**src/rtl/core/sfe_pkg.sv**
```systemverilog
// Shared types and constants for the framed Fletcher-8 encoder.
`default_nettype none

package sfe_pkg;

    localparam int BYTE_W   = 8;
    localparam int LEN_W    = 16;
    localparam int CFG_IDX_W = 8;
    localparam int STEP_W   = 3;

    localparam logic [CFG_IDX_W-1:0] CFG_SYNC_FIRST  = 8'd0;
    localparam logic [CFG_IDX_W-1:0] CFG_SYNC_SECOND = 8'd1;

    localparam logic [BYTE_W-1:0] SYNC_FIRST_RST  = 8'd181;
    localparam logic [BYTE_W-1:0] SYNC_SECOND_RST = 8'd98;

    localparam logic OP_START   = 1'b0;
    localparam logic OP_PAYLOAD = 1'b1;

    typedef enum logic [1:0] {
        KIND_START,
        KIND_BYTE,
        KIND_BYTE_LAST,
        KIND_STRAY
    } kind_t;

    // One queued job: b0 carries the class byte or the payload byte.
    typedef struct packed {
        kind_t             kind;
        logic [BYTE_W-1:0] b0;
        logic [BYTE_W-1:0] b1;
        logic [LEN_W-1:0]  len;
    } cmd_t;

    typedef struct packed {
        logic valid;
        cmd_t cmd;
    } q_head_t;

endpackage

`default_nettype wire

```
**src/rtl/core/sfe_front.sv**
```systemverilog
// Front end: accepts input words, tracks the open frame and queues jobs.
`default_nettype none

module sfe_front (
    input  wire logic                     clk,
    input  wire logic                     rst_n,
    input  wire logic                     in_valid,
    output logic                          in_stall,
    input  wire logic                     operation,
    input  wire logic [sfe_pkg::BYTE_W-1:0] class_id,
    input  wire logic [sfe_pkg::BYTE_W-1:0] message_id,
    input  wire logic [sfe_pkg::LEN_W-1:0]  payload_length,
    input  wire logic [sfe_pkg::BYTE_W-1:0] payload_byte,
    input  wire logic                     q_full,
    output logic                          q_push,
    output sfe_pkg::cmd_t                 q_cmd
);
    import sfe_pkg::*;

    logic              frame_open_reg, frame_open_next;
    logic [LEN_W-1:0]  bytes_left_reg, bytes_left_next;
    logic [LEN_W-1:0]  left_dec;

    assign in_stall = q_full;
    assign q_push   = in_valid && !q_full;
    assign left_dec = bytes_left_reg - LEN_W'(1);

    always_comb
    begin
        frame_open_next = frame_open_reg;
        bytes_left_next = bytes_left_reg;
        q_cmd.b0  = payload_byte;
        q_cmd.b1  = message_id;
        q_cmd.len = payload_length;
        if (operation == OP_START)
        begin
            q_cmd.kind = KIND_START;
            q_cmd.b0   = class_id;
            if (q_push)
            begin
                // A zero-length frame closes inside its own header job.
                frame_open_next = (payload_length != '0);
                bytes_left_next = payload_length;
            end
        end
        else if (!frame_open_reg)
        begin
            q_cmd.kind = KIND_STRAY;
        end
        else
        begin
            q_cmd.kind = (left_dec == '0) ? KIND_BYTE_LAST : KIND_BYTE;
            if (q_push)
            begin
                bytes_left_next = left_dec;
                frame_open_next = (left_dec != '0);
            end
        end
    end

    always_ff @(posedge clk or negedge rst_n)
    begin
        if (!rst_n)
        begin
            frame_open_reg <= 1'b0;
            bytes_left_reg <= '0;
        end
        else
        begin
            frame_open_reg <= frame_open_next;
            bytes_left_reg <= bytes_left_next;
        end
    end

endmodule

`default_nettype wire

```
**src/rtl/core/sfe_queue.sv**
```systemverilog
// Short job queue between the front end and the byte sequencer.
`default_nettype none

module sfe_queue #(
    parameter int DEPTH = 4
) (
    input  wire logic        clk,
    input  wire logic        rst_n,
    input  wire logic        push,
    input  wire sfe_pkg::cmd_t push_cmd,
    output logic             full,
    input  wire logic        pop,
    output sfe_pkg::q_head_t head
);
    import sfe_pkg::*;

    localparam int PTR_W = (DEPTH > 1) ? $clog2(DEPTH) : 1;
    localparam int CNT_W = $clog2(DEPTH + 1);
    localparam logic [PTR_W-1:0] LAST_PTR = PTR_W'(DEPTH - 1);

    cmd_t             mem [DEPTH];
    logic [PTR_W-1:0] wr_ptr_reg, wr_ptr_next;
    logic [PTR_W-1:0] rd_ptr_reg, rd_ptr_next;
    logic [CNT_W-1:0] count_reg, count_next;
    logic             do_push, do_pop;

    assign full       = (count_reg == CNT_W'(DEPTH));
    assign do_push    = push && !full;
    assign do_pop     = pop && (count_reg != '0);
    assign head.valid = (count_reg != '0);
    assign head.cmd   = mem[rd_ptr_reg];

    always_comb
    begin
        wr_ptr_next = wr_ptr_reg;
        rd_ptr_next = rd_ptr_reg;
        count_next  = count_reg;
        if (do_push)
        begin
            wr_ptr_next = (wr_ptr_reg == LAST_PTR) ? '0 : wr_ptr_reg + PTR_W'(1);
        end
        if (do_pop)
        begin
            rd_ptr_next = (rd_ptr_reg == LAST_PTR) ? '0 : rd_ptr_reg + PTR_W'(1);
        end
        if (do_push && !do_pop)
        begin
            count_next = count_reg + CNT_W'(1);
        end
        else if (do_pop && !do_push)
        begin
            count_next = count_reg - CNT_W'(1);
        end
    end

    always_ff @(posedge clk)
    begin
        if (do_push)
        begin
            mem[wr_ptr_reg] <= push_cmd;
        end
    end

    always_ff @(posedge clk or negedge rst_n)
    begin
        if (!rst_n)
        begin
            wr_ptr_reg <= '0;
            rd_ptr_reg <= '0;
            count_reg  <= '0;
        end
        else
        begin
            wr_ptr_reg <= wr_ptr_next;
            rd_ptr_reg <= rd_ptr_next;
            count_reg  <= count_next;
        end
    end

endmodule

`default_nettype wire

```
**src/rtl/core/sfe_back.sv**
```systemverilog
// Back end: steps through each job, keeps the Fletcher sums, drives the output word.
`default_nettype none

module sfe_back (
    input  wire logic                       clk,
    input  wire logic                       rst_n,
    input  wire sfe_pkg::q_head_t           head,
    output logic                            pop,
    input  wire logic [sfe_pkg::BYTE_W-1:0] sync_first,
    input  wire logic [sfe_pkg::BYTE_W-1:0] sync_second,
    output logic                            out_valid,
    input  wire logic                       out_stall,
    output logic [sfe_pkg::BYTE_W-1:0]      out_byte,
    output logic                            last_of_run,
    output logic                            frame_done,
    output logic                            stray_error
);
    import sfe_pkg::*;

    localparam logic [STEP_W-1:0] STEP_SYNC1  = 3'd0;
    localparam logic [STEP_W-1:0] STEP_SYNC2  = 3'd1;
    localparam logic [STEP_W-1:0] STEP_CLASS  = 3'd2;
    localparam logic [STEP_W-1:0] STEP_MSGID  = 3'd3;
    localparam logic [STEP_W-1:0] STEP_LEN_LO = 3'd4;
    localparam logic [STEP_W-1:0] STEP_LEN_HI = 3'd5;
    localparam logic [STEP_W-1:0] STEP_SUM_A  = 3'd6;
    localparam logic [STEP_W-1:0] STEP_SUM_B  = 3'd7;

    logic [STEP_W-1:0] step_reg, step_next;
    logic [BYTE_W-1:0] sum_a_reg, sum_a_next;
    logic [BYTE_W-1:0] sum_b_reg, sum_b_next;
    logic              out_valid_reg, out_valid_next;
    logic [BYTE_W-1:0] out_byte_reg, out_byte_next;
    logic              last_reg, last_next;
    logic              done_reg, done_next;
    logic              stray_reg, stray_next;

    logic              advance, fire;
    logic [STEP_W-1:0] phase;
    logic [BYTE_W-1:0] emit_byte;
    logic              emit_sum, emit_last, emit_done, emit_stray, clear_sums;
    logic [BYTE_W-1:0] add_a;

    assign advance = !out_valid_reg || !out_stall;
    assign fire    = advance && head.valid;

    // The last payload job reuses the header's trailer steps after its data byte.
    always_comb
    begin
        phase = step_reg;
        if (head.cmd.kind == KIND_BYTE_LAST && step_reg != STEP_SYNC1)
        begin
            phase = step_reg + STEP_SUM_A - STEP_SYNC2;
        end
    end

    always_comb
    begin
        emit_byte  = '0;
        emit_sum   = 1'b0;
        emit_last  = 1'b0;
        emit_done  = 1'b0;
        emit_stray = 1'b0;
        clear_sums = 1'b0;
        case (head.cmd.kind)
            KIND_STRAY:
            begin
                emit_stray = 1'b1;
                emit_last  = 1'b1;
            end
            KIND_BYTE:
            begin
                emit_byte = head.cmd.b0;
                emit_sum  = 1'b1;
                emit_last = 1'b1;
            end
            default:
            begin
                case (phase)
                    STEP_SYNC1:
                    begin
                        if (head.cmd.kind == KIND_START)
                        begin
                            emit_byte  = sync_first;
                            clear_sums = 1'b1;
                        end
                        else
                        begin
                            emit_byte = head.cmd.b0;
                            emit_sum  = 1'b1;
                        end
                    end
                    STEP_SYNC2:  emit_byte = sync_second;
                    STEP_CLASS:
                    begin
                        emit_byte = head.cmd.b0;
                        emit_sum  = 1'b1;
                    end
                    STEP_MSGID:
                    begin
                        emit_byte = head.cmd.b1;
                        emit_sum  = 1'b1;
                    end
                    STEP_LEN_LO:
                    begin
                        emit_byte = head.cmd.len[BYTE_W-1:0];
                        emit_sum  = 1'b1;
                    end
                    STEP_LEN_HI:
                    begin
                        emit_byte = head.cmd.len[LEN_W-1:BYTE_W];
                        emit_sum  = 1'b1;
                        emit_last = (head.cmd.len != '0);
                    end
                    STEP_SUM_A:  emit_byte = sum_a_reg;
                    STEP_SUM_B:
                    begin
                        emit_byte = sum_b_reg;
                        emit_last = 1'b1;
                        emit_done = 1'b1;
                    end
                    default:     emit_byte = '0;
                endcase
            end
        endcase
    end

    assign add_a = sum_a_reg + emit_byte;
    assign pop   = fire && emit_last;

    always_comb
    begin
        step_next      = step_reg;
        sum_a_next     = sum_a_reg;
        sum_b_next     = sum_b_reg;
        out_valid_next = out_valid_reg;
        out_byte_next  = out_byte_reg;
        last_next      = last_reg;
        done_next      = done_reg;
        stray_next     = stray_reg;
        if (advance)
        begin
            out_valid_next = head.valid;
        end
        if (fire)
        begin
            out_byte_next = emit_byte;
            last_next     = emit_last;
            done_next     = emit_done;
            stray_next    = emit_stray;
            step_next     = emit_last ? STEP_SYNC1 : step_reg + STEP_W'(1);
            if (clear_sums)
            begin
                sum_a_next = '0;
                sum_b_next = '0;
            end
            else if (emit_sum)
            begin
                sum_a_next = add_a;
                sum_b_next = sum_b_reg + add_a;
            end
        end
    end

    always_ff @(posedge clk or negedge rst_n)
    begin
        if (!rst_n)
        begin
            step_reg      <= STEP_SYNC1;
            sum_a_reg     <= '0;
            sum_b_reg     <= '0;
            out_valid_reg <= 1'b0;
        end
        else
        begin
            step_reg      <= step_next;
            sum_a_reg     <= sum_a_next;
            sum_b_reg     <= sum_b_next;
            out_valid_reg <= out_valid_next;
        end
    end

    always_ff @(posedge clk)
    begin
        out_byte_reg <= out_byte_next;
        last_reg     <= last_next;
        done_reg     <= done_next;
        stray_reg    <= stray_next;
    end

    assign out_valid   = out_valid_reg;
    assign out_byte    = out_byte_reg;
    assign last_of_run = last_reg;
    assign frame_done  = done_reg;
    assign stray_error = stray_reg;

endmodule

`default_nettype wire

```
**src/rtl/core/sync_frame_fletcher8_encoder_core.sv**
```systemverilog
// Top level of the framed message encoder with Fletcher-8 trailer.
//
//  channel | direction | handshake              | words
//  --------+-----------+------------------------+------------------------------------------
//  in      | input     | in_valid / in_stall    | op, class_id, message_id, length, byte
//  out     | output    | out_valid / out_stall  | out_byte, last_of_run, frame_done, stray
//  cfg     | input     | cfg_valid / cfg_ready  | cfg_index, cfg_data
//
// The output runs at one word per cycle while out_stall is low. A start word yields 6
// output words (8 for an empty payload), a payload word 1 (3 when it ends the frame), a
// stray word 1; the byte sequencer in the back end sets this. Input words are taken while
// the job queue (QUEUE_DEPTH entries) has room, so payload words pass one per cycle.
// Reset clears the frame state, the queue, the sums and the output valid flag and loads
// the default sync bytes. An output stall holds the output word and backs up the queue.
`default_nettype none

module sync_frame_fletcher8_encoder_core #(
    parameter int QUEUE_DEPTH = 4
) (
    input  wire logic                          clk,
    input  wire logic                          rst_n,
    input  wire logic                          in_valid,
    output logic                               in_stall,
    input  wire logic                          operation,
    input  wire logic [sfe_pkg::BYTE_W-1:0]    class_id,
    input  wire logic [sfe_pkg::BYTE_W-1:0]    message_id,
    input  wire logic [sfe_pkg::LEN_W-1:0]     payload_length,
    input  wire logic [sfe_pkg::BYTE_W-1:0]    payload_byte,
    output logic                               out_valid,
    input  wire logic                          out_stall,
    output logic [sfe_pkg::BYTE_W-1:0]         out_byte,
    output logic                               last_of_run,
    output logic                               frame_done,
    output logic                               stray_error,
    input  wire logic                          cfg_valid,
    output logic                               cfg_ready,
    input  wire logic [sfe_pkg::CFG_IDX_W-1:0] cfg_index,
    input  wire logic [sfe_pkg::BYTE_W-1:0]    cfg_data
);
    import sfe_pkg::*;

    logic [BYTE_W-1:0] sync_first_reg, sync_first_next;
    logic [BYTE_W-1:0] sync_second_reg, sync_second_next;
    logic              q_full, q_push, q_pop;
    cmd_t              q_cmd;
    q_head_t           q_head;

    assign cfg_ready = 1'b1;

    always_comb
    begin
        sync_first_next  = sync_first_reg;
        sync_second_next = sync_second_reg;
        if (cfg_valid && cfg_ready)
        begin
            case (cfg_index)
                CFG_SYNC_FIRST:  sync_first_next  = cfg_data;
                CFG_SYNC_SECOND: sync_second_next = cfg_data;
                default:         ;
            endcase
        end
    end

    always_ff @(posedge clk or negedge rst_n)
    begin
        if (!rst_n)
        begin
            sync_first_reg  <= SYNC_FIRST_RST;
            sync_second_reg <= SYNC_SECOND_RST;
        end
        else
        begin
            sync_first_reg  <= sync_first_next;
            sync_second_reg <= sync_second_next;
        end
    end

    sfe_front u_front (
        .clk            (clk),
        .rst_n          (rst_n),
        .in_valid       (in_valid),
        .in_stall       (in_stall),
        .operation      (operation),
        .class_id       (class_id),
        .message_id     (message_id),
        .payload_length (payload_length),
        .payload_byte   (payload_byte),
        .q_full         (q_full),
        .q_push         (q_push),
        .q_cmd          (q_cmd)
    );

    sfe_queue #(
        .DEPTH (QUEUE_DEPTH)
    ) u_queue (
        .clk      (clk),
        .rst_n    (rst_n),
        .push     (q_push),
        .push_cmd (q_cmd),
        .full     (q_full),
        .pop      (q_pop),
        .head     (q_head)
    );

    sfe_back u_back (
        .clk         (clk),
        .rst_n       (rst_n),
        .head        (q_head),
        .pop         (q_pop),
        .sync_first  (sync_first_reg),
        .sync_second (sync_second_reg),
        .out_valid   (out_valid),
        .out_stall   (out_stall),
        .out_byte    (out_byte),
        .last_of_run (last_of_run),
        .frame_done  (frame_done),
        .stray_error (stray_error)
    );

    // A dropped payload word reports alone, with a zero byte, and never ends a frame.
    assert property (@(posedge clk) disable iff (!rst_n)
        out_valid && stray_error |-> last_of_run && !frame_done && (out_byte == '0))
        else $error("stray word carries wrong flags");

    // The second checksum byte always closes the run of its input word.
    assert property (@(posedge clk) disable iff (!rst_n)
        out_valid && frame_done |-> last_of_run && !stray_error)
        else $error("frame end not marked as end of run");

    // A word is only pushed when the queue can hold it.
    assert property (@(posedge clk) disable iff (!rst_n)
        q_push |-> !q_full)
        else $error("push into a full queue");

endmodule

`default_nettype wire

```
**config.mk**
```make
export PLATFORM = sky130hd
export DESIGN_NAME = sync_frame_fletcher8_encoder_core
export DESIGN_NICKNAME = d
export VERILOG_FILES = /design/src/rtl/core/sfe_pkg.sv /design/src/rtl/core/sfe_front.sv /design/src/rtl/core/sfe_queue.sv /design/src/rtl/core/sfe_back.sv /design/src/rtl/core/sync_frame_fletcher8_encoder_core.sv
export SDC_FILE = /design/constraint.sdc
export NUM_CORES = 1
export LEC_CHECK = 0
export BUFFER_PORTS_ARGS = -buffer_cell sky130_fd_sc_hd__buf_2
export CORE_MARGIN = 5
export CORE_UTILIZATION = 42
export DETAILED_ROUTE_END_ITERATION = 8
export GPL_TIMING_DRIVEN = 0
export PLACE_DENSITY_LB_ADDON = 0.05
export SLEW_MARGIN = 20
export SYNTH_ARGS = -nofsm -noshare
export SYNTH_HDL_FRONTEND = slang
export SYNTH_HIERARCHICAL = 1
export SYNTH_SLANG_ARGS = --single-unit
export TNS_END_PERCENT = 50
```
**constraint.sdc**
```tcl
create_clock -name clk -period 7.25 [get_ports clk]
set_input_delay 0.3625 -clock clk [delete_from_list [all_inputs] [get_ports clk]]
set_output_delay 0.3625 -clock clk [all_outputs]
set_load 0.05 [all_outputs]
```
==> flow_summary.yaml, run 1 <==
global_route:
  antenna_found_initial: 0
  grt_pass1_wl_um: 38400
  first_global_vias: 6856
  grt_max_degree: 40
  grtUsageTotal_pct: 17.6
  grt-ovfl-total: 0
outcome:
  status: "complete, no violations"
synth:
  ys_types: 74
  synth_area_leaders: "edfxtp_1 43%, dfrtp_1 13%, mux4_2 6.2%"
  synthCells: 762
  postSynth.asyncResetShare_pct: 29.0
  yosysSeqAreaShare_pct: 57.9
  yosys_warnings: 6
  yosys.area.top_type: "edfxtp_1"
  synth_seq_cells: 207
  synthesis.area_um2: 10200
  synth-edff-count: 147
  avgSynthCellArea_um2: 13.4
  yosysTopAreaCellShare_pct: 43.1
  syn_nets: 851
  synth-main-ff-cell: "edfxtp_1"
floorplan:
  core.rowCount: 57
  fp.coreArea_um2: 24200
  die_w_um: 166
  io_pins: 76
  die_area_um2: 27600
  start_util_pct: 42.4
  fp.dieH_um: 166
sta:
  fin_worst_skew_ns: 0.0116
  tns_ns: 0
  rsz0062_at_grt: "no"
  max_freq_mhz: 146
  period_minus_slack_ns: 6.85
  post-route-period-util_pct: 94.5
  setup_viol_count_final: 0
  drv_slew: 0
  worst_slack_ns: 0.397
  hold_viol_final: 0
  whs_ns: 0.0306
  tightest_slew_ns: 0.825
  maxSlewHeadroom_pct: 44.7
clock_network:
  htreeDepth: 1
  clock_latency_ns: 0.53
  postCtsSetupRepairBufs: 0
  cts_tree: "done"
  clock_sinks: 207
  cts_max_path_buffers: 3
  clkTransAtPathRegs_ns: 0.06
  cts-root-buf: "clkbuf_16"
  numCtsBuffers: 24
final_layout:
  layout_common_cells: "147 x edfxtp_1, 71 x buf_2, 71 x nand2_1, 52 x dfrtp_1, 38 x a21oi_1"
  nNetsFinal: 948
  final-seq-area_um2: 5930
  area_delta_synth_final_pct: 16.0
  multiInputGateArea_um2: 3800
  mostFrequentLayoutCell: "edfxtp_1"
  final.fill_count: 2082
  final_util_pct: 49.1
  largest_reg_flops: 136
  drive_gt1_share_pct: 26.7
setup_path:
  path_buf_inv: 7
  worstSetupStartpointType: "flip-flop"
  path_delay_family: "compound AO/OA/AOI/OAI gates"
  critPathMaxStageDelay_ns: 0.65
  arrival_ns: 7.29
  critPathCaptureType: "flip-flop"
  crit_fanout: 10
  critPathKind: "flip-flop to flip-flop"
  required_ns: 7.68
  cp_common_cell: "o21ai_0"
  critPathSlowestCell: "mux4_2"
power:
  power_uw: 5980
  irDropWorstVdd_mv: 0.221
  power_density_nw_per_um2: 504
  p_leak_uw: 0.00454
routing:
  dr_total_vias: 6620
  wl_per_cell_um: 20.4
  drtIter0Drc: 475
  ant_nets: 0
  wl_um: 24500
  routed_via_density: 5.51
  drc: 0
  firstDrtPassIters: 5
placed_design:
  pre_cts_slack_ns: 0.378
  io_buffers: 65
  globalplace.congestion: 0.896
  dpl.hpwl_um: 17600
run:
  drv_cap: 0
worst_hold_path:
  hold_class: "input port to flip-flop"
==> path summary, 6_finish.rpt <==
path | slack [ns] | cells after the start | end | from
worst max register to register | 0.40 | 29 | u_back/sum_b_reg[7] | u_queue/rd_ptr_reg[0]
worst max-delay path | 0.40 | 29 | u_back/sum_b_reg[7] | u_queue/rd_ptr_reg[0]
worst min-delay path | 0.03 | 1 | u_queue/mem[1][20] | message_id[4]
max in group asynchronous | 6.40 | 3 | sync_second_reg[5] | rst_n
min in group asynchronous | 0.29 | 2 | sync_first_reg[3] | rst_n
worst min register to register | 0.50 | 1 | u_queue/count_reg[2] | u_queue/count_reg[2]
==> per-layer routing <==
layer | global-route usage [%] | vias to the layer above | share of wire [%]
li1 | - | 3069 | -
met1 | 23.8 | 3266 | 44
met2 | 28.4 | 230 | 47
met3 | 3.71 | 55 | 5.8
met4 | 5.92 | 0 | 3.1
met5 | 0 | - | 0
==> where the power goes <==
group / leakage, µW / internal [µW] / switching [µW]
Clock: 0.000372 / 697 / 470
Combinational: 0.00209 / 1200 / 1820
Sequential: 0.00208 / 1630 / 160
==> cells by family (layout without fill, tap and decap cells) <==
kind of cell	count (synthesis)	in the layout	share of synthesized area [%]
AOI/OAI and AO/OA	144	144	8.92
buffers and inverters	87	202	5.05
other	1	2	0.0366
xor gates and xnor gates	17	17	1.45
muxes	80	80	13.0
and+or+nand+nor	199	199	10.1
DFF	207	207	57.9
adders and majority gates	27	27	3.52
==> area by class of cell <==
type / instances / share of cell area [%]
plain buffers: 62 / 3.57
flip-flops and latches: 207 / 49.9
inverters: 25 / 0.790
well taps: 324 / 3.41
clock buffers: 32 / 5.39
clock inverters: 12 / 1.18
multi-input cells: 468 / 32.0
diodes: 1 / 0.0211
repair buffers: 71 / 3.75
==> worst reg2reg max path: cells and delay by family, from the launching register on <==
family                     cells  cell delay [ns]
adders and majority gates      3             1.10
buffers and inverters          7             1.46
AOI/OAI and AO/OA             13             2.55
muxes                          1             0.65
and+or+nand+nor                5             0.64
DFF                            1             0.37
==> synth_stat cells, drive strengths merged, types with 3 or more instances <==
cell	n
a21oi	38
nor3	15
dfrtp	52
ha	24
o21bai	3
buf	43
o211ai	4
mux4	34
xor2	9
clkbuf	19
mux2i	14
and2	9
o21ai	38
nand4	6
nand2	72
fa	3
edfxtp	147
or3	6
o22ai	11
nor3b	3
dfstp	8
nor2	32
a21o	5
o2bb2ai	3
a22oi	3
mux2	32
and3	3
inv	24
o21a	4
xnor2	8
nor2b	7
nor4	12
a22o	8
nand2b	7
nand3	19
a31oi	5
a311oi	3
==> stage by stage <==
step / instances / area, µm²
6_report: 1202 / 11900
5_1_grt: 1201 / 11900
4_1_cts: 1201 / 11900
3_5_place_dp: 1156 / 11100
3_3_place_gp: 1151 / 11000
2_1_floorplan: 762 / 10200
==> what timing repair did <==
item | 4_1_cts | 5_1_grt
hold buffers | 1 | 0
endpoints found under the hold margin | 17 | 0
gates resized for setup | 0 | 2
setup endpoints to repair | 0 | 1
Power figures use the tool's default switching activity.
==> inputs of run 2 (changes only) <==
--- a/config.mk
+++ b/config.mk
@@ -10,6 +10,7 @@
 export CORE_UTILIZATION = 42
 export DETAILED_ROUTE_END_ITERATION = 8
 export GPL_TIMING_DRIVEN = 0
+export MAX_ROUTING_LAYER = met4
 export PLACE_DENSITY_LB_ADDON = 0.05
 export SLEW_MARGIN = 20
 export SYNTH_ARGS = -nofsm -noshare
==> run 2 against run 1 <==
Against the previous run:
- count of clock-buffer cells in the layout fell by 4
- critical path depth is 1 lower
- core utilization rose by 0.24 points
- maximum frequency is 1.9% higher
- setup slack better by 0.13 ns
- critical endpoint unchanged
==> flow_summary.yaml, run 2 (synthesized netlist as in run 1, its figures left out) <==
final_layout:
  fin_area_um2: 11900
  stdcell_count: 1200
  antenna_cells: 0
  mostFrequentLayoutCell: "edfxtp_1"
  final_util_pct: 49.4
  area_delta_synth_final_pct: 16.6
  drive_gt1_share_pct: 27.3
  layout_common_cells: "147 x edfxtp_1, 71 x buf_2, 71 x nand2_1, 52 x dfrtp_1, 38 x a21oi_1"
  nNetsFinal: 947
  largest_reg_flops: 136
setup_path:
  arrival_ns: 7.14
  critPathKind: "flip-flop to flip-flop"
  critPathCaptureType: "flip-flop"
  required_ns: 7.67
  critPathSlowestCell: "fa_1"
  critPathMaxStageDelay_ns: 0.56
  crit_fanout: 10
  worstSetupStartpointType: "flip-flop"
global_route:
  first_global_vias: 7053
  antenna_found_initial: 0
  grtUsageTotal_pct: 18.5
  grt_max_degree: 38
  grt_pass1_wl_um: 39400
  grt-ovfl-total: 0
clock_network:
  cts_max_path_buffers: 3
  clock_sinks: 207
  cts-root-buf: "clkbuf_16"
  postCtsSetupRepairBufs: 0
  clkTransAtPathRegs_ns: 0.06
  clock_latency_ns: 0.51
  cts_tree: "done"
  numCtsBuffers: 24
  htreeDepth: 1
sta:
  drv_slew: 0
  rsz0062_at_grt: "no"
  setup_viol_count_final: 0
  hold_viol_final: 0
  period_minus_slack_ns: 6.73
  tightest_slew_ns: 0.888
  worst_slack_ns: 0.524
  fin_worst_skew_ns: 0.0101
  maxSlewHeadroom_pct: 40.5
  tns_ns: 0
  max_freq_mhz: 149
  post-route-period-util_pct: 92.8
routing:
  routed_via_density: 5.49
  ant_nets: 0
  dr_total_vias: 6588
  drc: 0
  drtIter0Drc: 441
  wl_um: 24900
  wl_per_cell_um: 20.8
  firstDrtPassIters: 5
placed_design:
  dp.cells: 1156
  pre_cts_slack_ns: 0.282
  globalplace.congestion: 0.900
  io_buffers: 65
  dpl.hpwl_um: 17900
  post_dp_cell_area_um2: 11100
floorplan:
  die_w_um: 166
  die_area_um2: 27600
  io_pins: 76
  start_util_pct: 42.4
  core.rowCount: 57
  fp.coreArea_um2: 24200
  fp.dieH_um: 166
power:
  p_leak_uw: 0.00457
  power_density_nw_per_um2: 512
  irDropWorstVdd_mv: 0.242
worst_hold_path:
  hold_class: "input port to flip-flop"
run:
  drv_cap: 0
outcome:
  status: "complete, no violations"
[run 2: per-layer routing]
| metal | global-route usage (%) | part of all wire, % | up-vias |
|---|---|---|---|
| li1 | - | - | 3063 |
| met1 | 24.9 | 45 | 3280 |
| met2 | 29.5 | 47 | 205 |
| met3 | 2.86 | 5.7 | 40 |
| met4 | 4.84 | 2.4 | 0 |
| met5 | - | 0 | - |
[run 2: area by class of cell]
| class | count | area (µm²) |
|---|---|---|
| Fill cell | 2094 | 12200 |
| Multi-Input combinational cell | 468 | 3800 |
| Timing Repair Buffer | 71 | 438 |
| Clock inverter | 16 | 216 |
| Sequential cell | 207 | 5930 |
| Clock buffer | 28 | 637 |
| Tap cell | 324 | 405 |
| Buffer | 61 | 420 |
| Inverter | 25 | 93.8 |
[run 2: path summary, 6_finish.rpt]
path | startpoint | end | slack (ns) | cells past startpoint
max | u_queue/rd_ptr_reg[1] | u_back/sum_b_reg[7] | 0.52 | 28
min reg2reg | u_queue/count_reg[2] | u_queue/count_reg[2] | 0.50 | 1
min | message_id[3] | u_queue/mem[3][19] | 0.05 | 1
max in group asynchronous | rst_n | sync_first_reg[0] | 6.35 | 3
max reg2reg | u_queue/rd_ptr_reg[1] | u_back/sum_b_reg[7] | 0.52 | 28
min in group asynchronous | rst_n | u_back/sum_a_reg[6] | 0.30 | 2
[run 2: what timing repair did]
item                                   4_1_cts  5_1_grt
hold buffers                                 1        0
endpoints found under the hold margin       19        0
setup endpoints to repair                    0        1
gates resized for setup                      0        2
[run 2: where the power goes]
part,switching [µW],internal [µW]
clock network,474,808
registers,162,1630
logic,1840,1200
total,2470,3640
[run 2: metrics by stage]
stage,power [µW],hold slack [ns]
floorplan,4010,0.0669
global placement,4720,0.471
detailed placement,4850,0.290
CTS,6160,0.0278
global route,6520,0.0382
finish,6120,0.0523
[run 2: critical path, delay by kind of cell, from the launching register on]
kind	cells	cell delay (ns)
buffers and inverters	6	1.28
adder cells (fa/ha/maj)	3	1.07
AND/OR/NAND/NOR	5	0.86
flip-flops	1	0.35
multiplexers	1	0.50
AO/OA/AOI/OAI	13	2.56
==> inputs of run 3 (changes only) <==
--- a/config.mk
+++ b/config.mk
@@ -6,6 +6,7 @@
 export NUM_CORES = 1
 export LEC_CHECK = 0
 export BUFFER_PORTS_ARGS = -buffer_cell sky130_fd_sc_hd__buf_2
+export CORE_ASPECT_RATIO = 0.8
 export CORE_MARGIN = 5
 export CORE_UTILIZATION = 42
 export DETAILED_ROUTE_END_ITERATION = 8
==> run 3 against run 2 <==
Against the previous run:
- cell count fell by 0.83%
- die area about the same
- combinational power hardly changed
- largest cell class unchanged
- worst hold slack better by 0.013 ns
- count of clock-buffer cells in the layout unchanged
- register-to-register slack hardly changed
- sequential cell count unchanged
==> flow_summary.yaml, run 3 (synthesized netlist as in run 1, its figures left out) <==
outcome:
  status: "complete, no violations"
sta:
  setup_viol_count_final: 0
  fin_worst_skew_ns: 0.0101
  tightest_slew_ns: 0.832
  maxSlewHeadroom_pct: 44.2
  tns_ns: 0
  period_minus_slack_ns: 6.73
  rsz0062_at_grt: "no"
  drv_slew: 0
  worst_slack_ns: 0.524
  max_freq_mhz: 149
  post-route-period-util_pct: 92.8
  hold_viol_final: 0
global_route:
  first_global_vias: 6712
  grt_max_degree: 52
  grtUsageTotal_pct: 18.5
  antenna_found_initial: 0
  grt_pass1_wl_um: 38400
  grt-ovfl-total: 0
final_layout:
  drive_gt1_share_pct: 27.1
  nNetsFinal: 945
  mostFrequentLayoutCell: "edfxtp_1"
  layout_common_cells: "147 x edfxtp_1, 71 x buf_2, 71 x nand2_1, 52 x dfrtp_1, 38 x a21oi_1"
  area_delta_synth_final_pct: 15.9
  antenna_cells: 0
  largest_reg_flops: 136
setup_path:
  crit_fanout: 10
  critPathCaptureType: "flip-flop"
  required_ns: 7.66
  critPathSlowestCell: "fa_1"
  critPathKind: "flip-flop to flip-flop"
  worstSetupStartpointType: "flip-flop"
  arrival_ns: 7.14
  critPathMaxStageDelay_ns: 0.56
floorplan:
  fp.dieH_um: 150
  core.rowCount: 51
  start_util_pct: 42.3
  fp.coreArea_um2: 24200
  die_area_um2: 27600
  io_pins: 76
  die_w_um: 185
power:
  power_density_nw_per_um2: 506
  p_leak_uw: 0.00454
  irDropWorstVdd_mv: 0.181
routing:
  routed_via_density: 5.55
  wl_per_cell_um: 20.6
  drc: 0
  wl_um: 24600
  dr_total_vias: 6606
  ant_nets: 0
  firstDrtPassIters: 5
  drtIter0Drc: 533
clock_network:
  clock_sinks: 207
  clkTransAtPathRegs_ns: 0.06
  numCtsBuffers: 22
  clock_latency_ns: 0.50
  htreeDepth: 1
  cts_tree: "done"
  cts_max_path_buffers: 3
  postCtsSetupRepairBufs: 0
  cts-root-buf: "clkbuf_16"
placed_design:
  dpl.hpwl_um: 17900
  io_buffers: 65
  globalplace.congestion: 0.916
  pre_cts_slack_ns: 0.264
run:
  drv_cap: 0
worst_hold_path:
  hold_class: "input port to flip-flop"
## run 3: changes by cell type in the layout (fill, tap and decap cells not counted)
cell / previous run / this run
clkbuf_16: 25 / 23
clkinv_2: 4 / 2
clkinv_4: 0 / 2
clkinvlp_4: 4 / 2
and2_1: 5 / 4
and2_2: 4 / 5
buf_12: 8 / 7
buf_16: 0 / 1
bufinv_16: 5 / 4
clkbuf_1: 19 / 20
clkbuf_8: 0 / 1
clkinv_1: 3 / 2
## run 3: worst paths after layout
| path | start | end | slack, ns | cells past startpoint |
|---|---|---|---|---|
| min in group asynchronous | rst_n | u_back/sum_a_reg[1] | 0.25 | 2 |
| worst min register to register | u_queue/count_reg[2] | u_queue/count_reg[2] | 0.48 | 1 |
| max in group asynchronous | rst_n | sync_first_reg[4] | 6.42 | 3 |
| worst min-delay path | message_id[5] | u_queue/mem[0][21] | 0.07 | 1 |
| worst max-delay path | u_queue/rd_ptr_reg[1] | u_back/sum_b_reg[7] | 0.52 | 28 |
| worst max register to register | u_queue/rd_ptr_reg[1] | u_back/sum_b_reg[7] | 0.52 | 28 |
## run 3: through the flow
stage	total power, µW	hold slack, ns	cell area (µm²)	cells	utilization (%)
after floorplan	4010	0.0669	10200	762	-
after global placement	4710	0.471	11000	1145	45.3
after detailed placement	4820	0.232	11100	1150	45.8
after CTS	6050	0.0437	11900	1191	49.1
after global routing	6430	0.0473	11900	1190	49.1
final	6000	0.0656	11900	1190	49.1
## run 3: layout make-up
class	instances	area (µm²)
Fill cell	2118	12300
Sequential cell	207	5930
Multi-Input combinational cell	468	3800
Clock buffer	28	604
Timing Repair Buffer	71	445
Buffer	61	420
Tap cell	318	398
Clock inverter	12	175
Inverter	25	93.8
## run 3: timing repair
item                       CTS  global route
resized for setup            0             3
hold endpoints to repair     9             0
hold buffers                 1             0
setup endpoints to repair    0             1
## run 3: report_power, final
part | leakage (µW) | switching (µW) | internal, µW
Combinational | 0.00208 | 1820 | 1200
Clock | 0.000374 | 460 | 737
Sequential | 0.00208 | 158 | 1630
## run 3: layer usage
| metal | GRT usage, % | up-vias | part of all wire, % |
|---|---|---|---|
| met5 | - | - | 0 |
| met4 | 4.25 | 0 | 2.2 |
| met3 | 2.58 | 32 | 4.6 |
| met2 | 29.6 | 179 | 48 |
| met1 | 25.3 | 3329 | 46 |
| li1 | - | 3066 | - |
## run 3: critical path: cells and delay by family, from the launching register on
kind                     cells  cell delay, ns
AO/OA/AOI/OAI               13            2.66
buffers and inverters        6            1.27
adder cells (fa/ha/maj)      3            1.07
AND/OR/NAND/NOR              5            0.79
multiplexers                 1            0.50
flip-flops                   1            0.35
